==> src/hdl/dim_pkg.sv <==
// shared constants and controller/datapath command and status types
// for the disjoint interval merge table; no dependencies
package dim_pkg;

  localparam int MAX_RANGES = 32;
  localparam int VALUE_BITS = 16;
  localparam int TOTAL_W    = 6;
  localparam int IDX_W      = $clog2(MAX_RANGES);
  localparam int CNT_W      = $clog2(MAX_RANGES + 2);
  localparam int MEM_DEPTH  = 2 << IDX_W;

  typedef struct packed {
    logic load;
    logic add_step;
    logic add_finish;
    logic list_step;
    logic list_empty;
  } dim_cmd_t;

  typedef struct packed {
    logic at_end;
    logic at_last;
    logic empty;
  } dim_sts_t;

endpackage

==> src/hdl/dim_ctrl.sv <==
// sequencing state machine for the disjoint interval merge table
// depends on dim_pkg for the command and status types
module dim_ctrl (
  input  logic               clk,
  input  logic               rst_n,
  input  logic               start,
  input  logic               in_func,
  input  dim_pkg::dim_sts_t  sts,
  output dim_pkg::dim_cmd_t  cmd,
  output logic               busy
);
  import dim_pkg::*;

  typedef enum logic [1:0] {
    S_IDLE,
    S_ADD,
    S_LIST
  } state_t;

  state_t state_r, state_nxt;
  logic   busy_r;

  always_comb begin
    cmd       = '0;
    state_nxt = state_r;
    unique case (state_r)
      S_IDLE: begin
        if (start) begin
          cmd.load  = 1'b1;
          state_nxt = in_func ? S_LIST : S_ADD;
        end
      end
      S_ADD: begin
        if (sts.at_end) begin
          cmd.add_finish = 1'b1;
          state_nxt      = S_IDLE;
        end else begin
          cmd.add_step = 1'b1;
        end
      end
      S_LIST: begin
        if (sts.empty) begin
          cmd.list_empty = 1'b1;
          state_nxt      = S_IDLE;
        end else begin
          cmd.list_step = 1'b1;
          if (sts.at_last) begin
            state_nxt = S_IDLE;
          end
        end
      end
      default: begin
        state_nxt = S_IDLE;
      end
    endcase
  end

  always_ff @(posedge clk) begin
    if (!rst_n) begin
      state_r <= S_IDLE;
      busy_r  <= 1'b0;
    end else begin
      state_r <= state_nxt;
      busy_r  <= (state_nxt != S_IDLE);
    end
  end

  assign busy = busy_r;

endmodule

==> src/hdl/dim_datapath.sv <==
// interval storage (two banks, one read and one write port), scan pointers,
// merge compare logic and result registers; depends on dim_pkg
module dim_datapath (
  input  logic                             clk,
  input  logic                             rst_n,
  input  dim_pkg::dim_cmd_t                cmd,
  input  logic [dim_pkg::VALUE_BITS-1:0]   in_value,
  output dim_pkg::dim_sts_t                sts,
  output logic                             out_valid,
  output logic [dim_pkg::VALUE_BITS-1:0]   out_range_low,
  output logic [dim_pkg::VALUE_BITS-1:0]   out_range_high,
  output logic                             out_last,
  output logic [dim_pkg::TOTAL_W-1:0]      out_interval_total,
  output logic                             out_dropped,
  output logic                             out_empty_res
);
  import dim_pkg::*;

  typedef struct packed {
    logic [VALUE_BITS-1:0] lo;
    logic [VALUE_BITS-1:0] hi;
  } entry_t;

  entry_t mem [MEM_DEPTH];

  logic                  bank_r, bank_nxt;
  logic [CNT_W-1:0]      count_r, count_nxt;
  logic [CNT_W-1:0]      rd_idx_r, rd_addr_nxt;
  logic [CNT_W-1:0]      wr_ptr_r, wr_ptr_nxt;
  logic [VALUE_BITS-1:0] value_r, lo_r, hi_r, lo_nxt, hi_nxt;
  logic                  placed_r, placed_nxt;
  entry_t                rd_data_r;

  logic                  wr_req, wr_en;
  entry_t                wr_data;
  logic [CNT_W-1:0]      new_count;
  logic [VALUE_BITS:0]   end_inc, val_inc;
  logic                  below, touch;

  logic                  res_valid;
  entry_t                res_range;
  logic                  res_last, res_dropped, res_empty;
  logic [CNT_W-1:0]      res_total;

  logic                  out_valid_r;
  entry_t                out_range_r;
  logic                  out_last_r, out_dropped_r, out_empty_r;
  logic [TOTAL_W-1:0]    out_total_r;

  assign end_inc   = {1'b0, rd_data_r.hi} + 1'b1;
  assign val_inc   = {1'b0, value_r} + 1'b1;
  assign below     = end_inc < {1'b0, value_r};
  assign touch     = {1'b0, rd_data_r.lo} <= val_inc;
  assign new_count = wr_ptr_r + CNT_W'(!placed_r);

  always_comb begin
    bank_nxt    = bank_r;
    count_nxt   = count_r;
    rd_addr_nxt = rd_idx_r;
    wr_ptr_nxt  = wr_ptr_r;
    lo_nxt      = lo_r;
    hi_nxt      = hi_r;
    placed_nxt  = placed_r;
    wr_req      = 1'b0;
    wr_data     = rd_data_r;
    res_valid   = 1'b0;
    res_range   = '0;
    res_last    = 1'b0;
    res_dropped = 1'b0;
    res_empty   = 1'b0;
    res_total   = count_r;

    if (cmd.load) begin
      rd_addr_nxt = '0;
      wr_ptr_nxt  = '0;
      lo_nxt      = in_value;
      hi_nxt      = in_value;
      placed_nxt  = 1'b0;
    end

    if (cmd.add_step) begin
      if (placed_r || below) begin
        wr_req      = 1'b1;
        wr_ptr_nxt  = wr_ptr_r + CNT_W'(1);
        rd_addr_nxt = rd_idx_r + CNT_W'(1);
      end else if (touch) begin
        if (rd_data_r.lo < lo_r) begin
          lo_nxt = rd_data_r.lo;
        end
        if (rd_data_r.hi > hi_r) begin
          hi_nxt = rd_data_r.hi;
        end
        rd_addr_nxt = rd_idx_r + CNT_W'(1);
      end else begin
        // merged interval goes in ahead of the current entry
        wr_req     = 1'b1;
        wr_data    = '{lo: lo_r, hi: hi_r};
        wr_ptr_nxt = wr_ptr_r + CNT_W'(1);
        placed_nxt = 1'b1;
      end
    end

    if (cmd.add_finish) begin
      res_valid = 1'b1;
      res_last  = 1'b1;
      if (!placed_r) begin
        wr_req  = 1'b1;
        wr_data = '{lo: lo_r, hi: hi_r};
      end
      if (new_count > CNT_W'(MAX_RANGES)) begin
        res_dropped = 1'b1;
      end else begin
        res_range = '{lo: lo_r, hi: hi_r};
        res_total = new_count;
        bank_nxt  = ~bank_r;
        count_nxt = new_count;
      end
    end

    if (cmd.list_step) begin
      res_valid   = 1'b1;
      res_range   = rd_data_r;
      res_last    = sts.at_last;
      rd_addr_nxt = rd_idx_r + CNT_W'(1);
    end

    if (cmd.list_empty) begin
      res_valid = 1'b1;
      res_last  = 1'b1;
      res_empty = 1'b1;
    end
  end

  assign wr_en = wr_req && (wr_ptr_r < CNT_W'(MAX_RANGES));

  always_ff @(posedge clk) begin
    if (wr_en) begin
      mem[{~bank_r, wr_ptr_r[IDX_W-1:0]}] <= wr_data;
    end
    rd_data_r <= mem[{bank_r, rd_addr_nxt[IDX_W-1:0]}];
  end

  always_ff @(posedge clk) begin
    if (!rst_n) begin
      bank_r      <= 1'b0;
      count_r     <= '0;
      rd_idx_r    <= '0;
      wr_ptr_r    <= '0;
      placed_r    <= 1'b0;
      out_valid_r <= 1'b0;
    end else begin
      bank_r      <= bank_nxt;
      count_r     <= count_nxt;
      rd_idx_r    <= rd_addr_nxt;
      wr_ptr_r    <= wr_ptr_nxt;
      placed_r    <= placed_nxt;
      out_valid_r <= res_valid;
    end
  end

  always_ff @(posedge clk) begin
    if (cmd.load) begin
      value_r <= in_value;
    end
    lo_r <= lo_nxt;
    hi_r <= hi_nxt;
    if (res_valid) begin
      out_range_r   <= res_range;
      out_last_r    <= res_last;
      out_dropped_r <= res_dropped;
      out_empty_r   <= res_empty;
      out_total_r   <= TOTAL_W'(res_total);
    end
  end

  assign sts.at_end  = (rd_idx_r == count_r);
  assign sts.at_last = ((rd_idx_r + CNT_W'(1)) == count_r);
  assign sts.empty   = (count_r == '0);

  assign out_valid          = out_valid_r;
  assign out_range_low      = out_range_r.lo;
  assign out_range_high     = out_range_r.hi;
  assign out_last           = out_last_r;
  assign out_interval_total = out_total_r;
  assign out_dropped        = out_dropped_r;
  assign out_empty_res      = out_empty_r;

  a_count_bound: assert property (@(posedge clk) disable iff (!rst_n)
    count_r <= CNT_W'(MAX_RANGES))
    else $error("interval count above capacity");

  a_scan_in_range: assert property (@(posedge clk) disable iff (!rst_n)
    (cmd.add_step || cmd.list_step) |-> rd_idx_r < count_r)
    else $error("scan index past stored intervals");

  a_finish_result: assert property (@(posedge clk) disable iff (!rst_n)
    cmd.add_finish |=> out_valid && out_last && !out_empty_res)
    else $error("add finish without final result");

  a_list_no_write: assert property (@(posedge clk) disable iff (!rst_n)
    (cmd.list_step || cmd.list_empty) |-> !wr_en && $stable(bank_r))
    else $error("table modified during list");

endmodule

==> src/hdl/disjoint_interval_merge_table.sv <==
// top level of the disjoint interval merge table
// instantiates dim_ctrl and dim_datapath; depends on dim_pkg
//
// usage:
//   an item is transferred at a clock edge with start high and busy low.
//   in_func 0 adds in_value to the table, merging every interval that holds
//   or touches it; in_func 1 lists all stored intervals in ascending order.
//   results appear on the out_ ports for one cycle each, marked by out_valid;
//   the receiver cannot stall them. out_last marks the final result.
// scan and results:
//   add: the result follows a one-entry-per-cycle scan through the table
//   memory, with one extra step when the new interval goes in ahead of a
//   stored one.
//   list: after the transfer, results come one per cycle; an empty
//   table gives one result with out_empty_res set.
//   busy drops on the cycle the final result is shown, so a new item can be
//   transferred while that result is on the ports.
// reset: synchronous, active low; the table is empty after reset.
module disjoint_interval_merge_table (
  input  logic                             clk,
  input  logic                             rst_n,
  input  logic                             start,
  output logic                             busy,
  input  logic                             in_func,
  input  logic [dim_pkg::VALUE_BITS-1:0]   in_value,
  output logic                             out_valid,
  output logic [dim_pkg::VALUE_BITS-1:0]   out_range_low,
  output logic [dim_pkg::VALUE_BITS-1:0]   out_range_high,
  output logic                             out_last,
  output logic [dim_pkg::TOTAL_W-1:0]      out_interval_total,
  output logic                             out_dropped,
  output logic                             out_empty_res
);
  import dim_pkg::*;

  dim_cmd_t cmd;
  dim_sts_t sts;

  dim_ctrl u_ctrl (
    .clk     (clk),
    .rst_n   (rst_n),
    .start   (start),
    .in_func (in_func),
    .sts     (sts),
    .cmd     (cmd),
    .busy    (busy)
  );

  dim_datapath u_datapath (
    .clk                (clk),
    .rst_n              (rst_n),
    .cmd                (cmd),
    .in_value           (in_value),
    .sts                (sts),
    .out_valid          (out_valid),
    .out_range_low      (out_range_low),
    .out_range_high     (out_range_high),
    .out_last           (out_last),
    .out_interval_total (out_interval_total),
    .out_dropped        (out_dropped),
    .out_empty_res      (out_empty_res)
  );

endmodule

==> config.mk <==
export PLATFORM = sky130hd
export DESIGN_NAME = disjoint_interval_merge_table
export DESIGN_NICKNAME = d
export VERILOG_FILES = /design/src/hdl/dim_pkg.sv /design/src/hdl/dim_ctrl.sv /design/src/hdl/dim_datapath.sv /design/src/hdl/disjoint_interval_merge_table.sv
export SDC_FILE = /design/constraint.sdc
export NUM_CORES = 2
export LEC_CHECK = 0
export BUFFER_PORTS_ARGS = -buffer_cell sky130_fd_sc_hd__buf_2
export CELL_PAD_IN_SITES_DETAIL_PLACEMENT = 0
export CELL_PAD_IN_SITES_GLOBAL_PLACEMENT = 2
export CORE_ASPECT_RATIO = 0.5
export CORE_MARGIN = 3
export CORE_UTILIZATION = 42
export DETAILED_ROUTE_END_ITERATION = 12
export PLACE_DENSITY_LB_ADDON = 0.3
export RECOVER_POWER = 25
export SLEW_MARGIN = 30
export SYNTH_ARGS = -nofsm -noshare
export SYNTH_HDL_FRONTEND = slang
export SYNTH_SLANG_ARGS = --single-unit
==> constraint.sdc <==
create_clock -name clk -period 15.3 [get_ports clk]
set_input_delay 2.295 -clock clk [delete_from_list [all_inputs] [get_ports clk]]
set_output_delay 2.295 -clock clk [all_outputs]
set_load 0.01 [all_outputs]
==> results.toml <==
[timing]
tightest_slew_ps = 3641
rsz0062_at_grt = "false"
final.setup.worst_slack_ps = 4166
finalSetupTns_ps = 0
fin_skew_ps = 57.45
relSlewSlack_pct = -142.8
hold_violations = 0
period_share_pct = 72.77
max_clock_freq_mhz = 89.82
setup_viol = 0
fin_hold_ws_ps = 535.6
finalWorstPathRequiredPeriod_ps = 11130
drv_slew = 1152

[synthesis]
syn_nets = 6759
synth-async-reset-ratio_pct = 0
syn-cell-area_sq_mm = 0.08862
synth-edff-count = 2105
ys.flop_type = "edfxtp_1"
synth-warning-count = 0
ys_ff_latch = 2193
netlist.area_leader.share_pct = 71.33
syn_inst = 6671
ys_types = 76
yosysTopAreaCell = "edfxtp_1"
yosysSeqAreaShare_pct = 73.32
yosys-top-cells-area = "edfxtp_1 71%, nand2_1 8.1%, nand3_1 2.6%, dfxtp_1 2.0%, and3_1 1.8%"
postSynthAreaPerCell_sq_um = 13.28

[drt]
route.final.wire_length_mm = 287.0
wl_per_cell_um = 29.60
num_vias = 57170
first_pass_iters = 6
detail-route-antenna-nets = 0
drt_iter0_drc = 7636
vias_per_cell = 5.898
drc = 0

[cts]
cts_max_level = 4
cts_tree = "done"
post_cts_resized = 0
cts-root-buf = "clkbuf_16"
hold_buffers = 0
cts_made_buffers = 205
cts.path.max_buffers = 4
post_cts_buffers = 0
clock_latency_ps = 870
cts.sinks = 2193
cts.clk_slew.worst_paths_ps = 70

[cells_and_area]
multi_input_area_sq_mm = 0.02230
layout_commonest_cell = "edfxtp_1"
final_util_pct = 47.64
finalInstanceArea_sq_mm = 0.09925
fillers = 18040
final_nets = 6785
regArea_sq_mm = 0.06497
final_cell_mix = "2,105 x edfxtp_1, 1,909 x nand2_1, 460 x nand3_1"
area_growth_pct = 12.00
drive_gt1_share_pct = 9.151

[power_and_ir_drop]
p_leak_uw = 0.03439
p_per_area_mw_per_mm2 = 125.3
vdd_drop_max_v = 0.00008436

[global_route]
grt_pass1_vias = 53470
grt_pass1_wl_mm = 403.6
grt_max_degree = 162
grt_overflow = 0
track_usage_pct = 25.89
antenna_found_initial = 21

[critical_path]
cp_max_fo = 64
startpoint_type = "primary input"
path_class = "in -> reg"
cp-end-kind = "flip-flop"
worstPathArrival_ps = 11800
critPathRequiredTime_ps = 15960

[run_status]
violations = "max-capacitance violations, max-slew violations"
outcome = "complete, but fails checks"

[hold_path]
hold_path_class = "reg -> reg"

[floorplan]
ioPinCount = 63
core_area_sq_mm = 0.2083
die-area_sq_mm = 0.2169
die_w_um = 655.6
die_height_um = 330.8
num_rows = 118
initial_core_util_pct = 42.54

[place]
gp_congestion = 0.8774
place_area_sq_mm = 0.09305
io_buffers = 62
post-place-ws_ps = 6746
dp_hpwl_mm = 160.8

[job]
drv_cap = 32
==> through the flow <==
stage	cells	total power (uW)
2_1_floorplan	6671	7180
3_3_place_gp	9305	7439
3_5_place_dp	9310	7456
4_1_cts	9683	12500
5_1_grt	9684	12800
6_report	9693	12440
==> synthesized netlist by cell type, drive strengths merged, types with 88 or more instances <==
| cell type | instances |
|---|---|
| a21oi | 113 |
| a311oi | 183 |
| a31oi | 121 |
| and3 | 259 |
| buf | 252 |
| clkbuf | 175 |
| dfxtp | 88 |
| edfxtp | 2105 |
| mux2i | 142 |
| nand2 | 1911 |
| nand3 | 462 |
| nor2 | 115 |
| o21ai | 105 |
==> registers in the layout, summed over array words and instances, names as in the netlist, 6 cells and up <==
register and count:
u_datapath.out_range_high 16, u_datapath.out_range_low 16, u_datapath.lo_r 16, u_datapath.out_interval_total 6, u_datapath.count_r 6, u_datapath.rd_data_r 32
u_datapath.value_r 16, u_datapath.wr_ptr_r 6, u_datapath.rd_idx_r 6, u_datapath.hi_r 16, u_datapath.mem 2048
==> layout make-up <==
cell class / instances / share of cell area [%]
Clock buffer: 271 / 5.673
Antenna cell: 10 / 0.02521
Clock inverter: 102 / 0.9417
Multi-Input combinational cell: 3990 / 22.47
Sequential cell: 2193 / 65.47
Inverter: 61 / 0.2307
Timing Repair Buffer: 246 / 1.639
Tap cell: 2820 / 3.555
==> report_power, final <==
| part | internal [uW] | leakage, uW | switching (uW) | total [uW] |
|---|---|---|---|---|
| logic | 121 | 0.0115 | 443 | 565 |
| registers | 6730 | 0.0197 | 40.3 | 6770 |
| clock network | 2850 | 0.00321 | 2250 | 5110 |
| total | 9710 | 0.0344 | 2730 | 12400 |
==> worst paths after layout <==
| check | startpoint | to | slack [ps] | depth (start not counted) |
|---|---|---|---|---|
| setup reg to reg | u_datapath.rd_data_r[11]$_DFF_P_ | u_datapath.rd_data_r[26]$_DFF_P_ | 5090 | 16 |
| setup / recovery | start | u_datapath.rd_data_r[26]$_DFF_P_ | 4170 | 12 |
| hold reg to reg | u_ctrl.state_r[0]$_SDFF_PN0_ | u_ctrl.state_r[1]$_SDFF_PN0_ | 540 | 1 |
| hold / removal | u_ctrl.state_r[0]$_SDFF_PN0_ | u_ctrl.state_r[1]$_SDFF_PN0_ | 540 | 1 |
==> worst max-delay path, cell delays in order <==
cell and delay [ps]:
clkbuf_1 110, nand3_1 400, clkinv_1 120, clkbuf_1 2070, nor2_1 470, nand3_1 490
and2_0 2670, buf_4 880, nand3_1 810, o221ai_1 760, o221a_2 480, a2111oi_2 110
==> kinds of logic after synthesis <==
family / after synthesis / synth area share, %
flip-flops: 2193 / 73.32
AO/OA/AOI/OAI: 759 / 6.338
buffers and inverters: 488 / 2.396
adder cells (fa/ha/maj): 68 / 0.9601
AND/OR/NAND/NOR: 2928 / 14.28
XOR/XNOR: 48 / 0.4744
multiplexers: 187 / 2.231
==> metal layers <==
layer | vias up | wire, um | global-route usage [%]
met5 | - | 34 | 0
met4 | 6 | 6670 | 6.226
met1 | 29090 | 124100 | 37.88
met2 | 2843 | 122900 | 38.20
li1 | 24830 | - | -
met3 | 392 | 33220 | 7.205
Power figures use the tool's default switching activity.
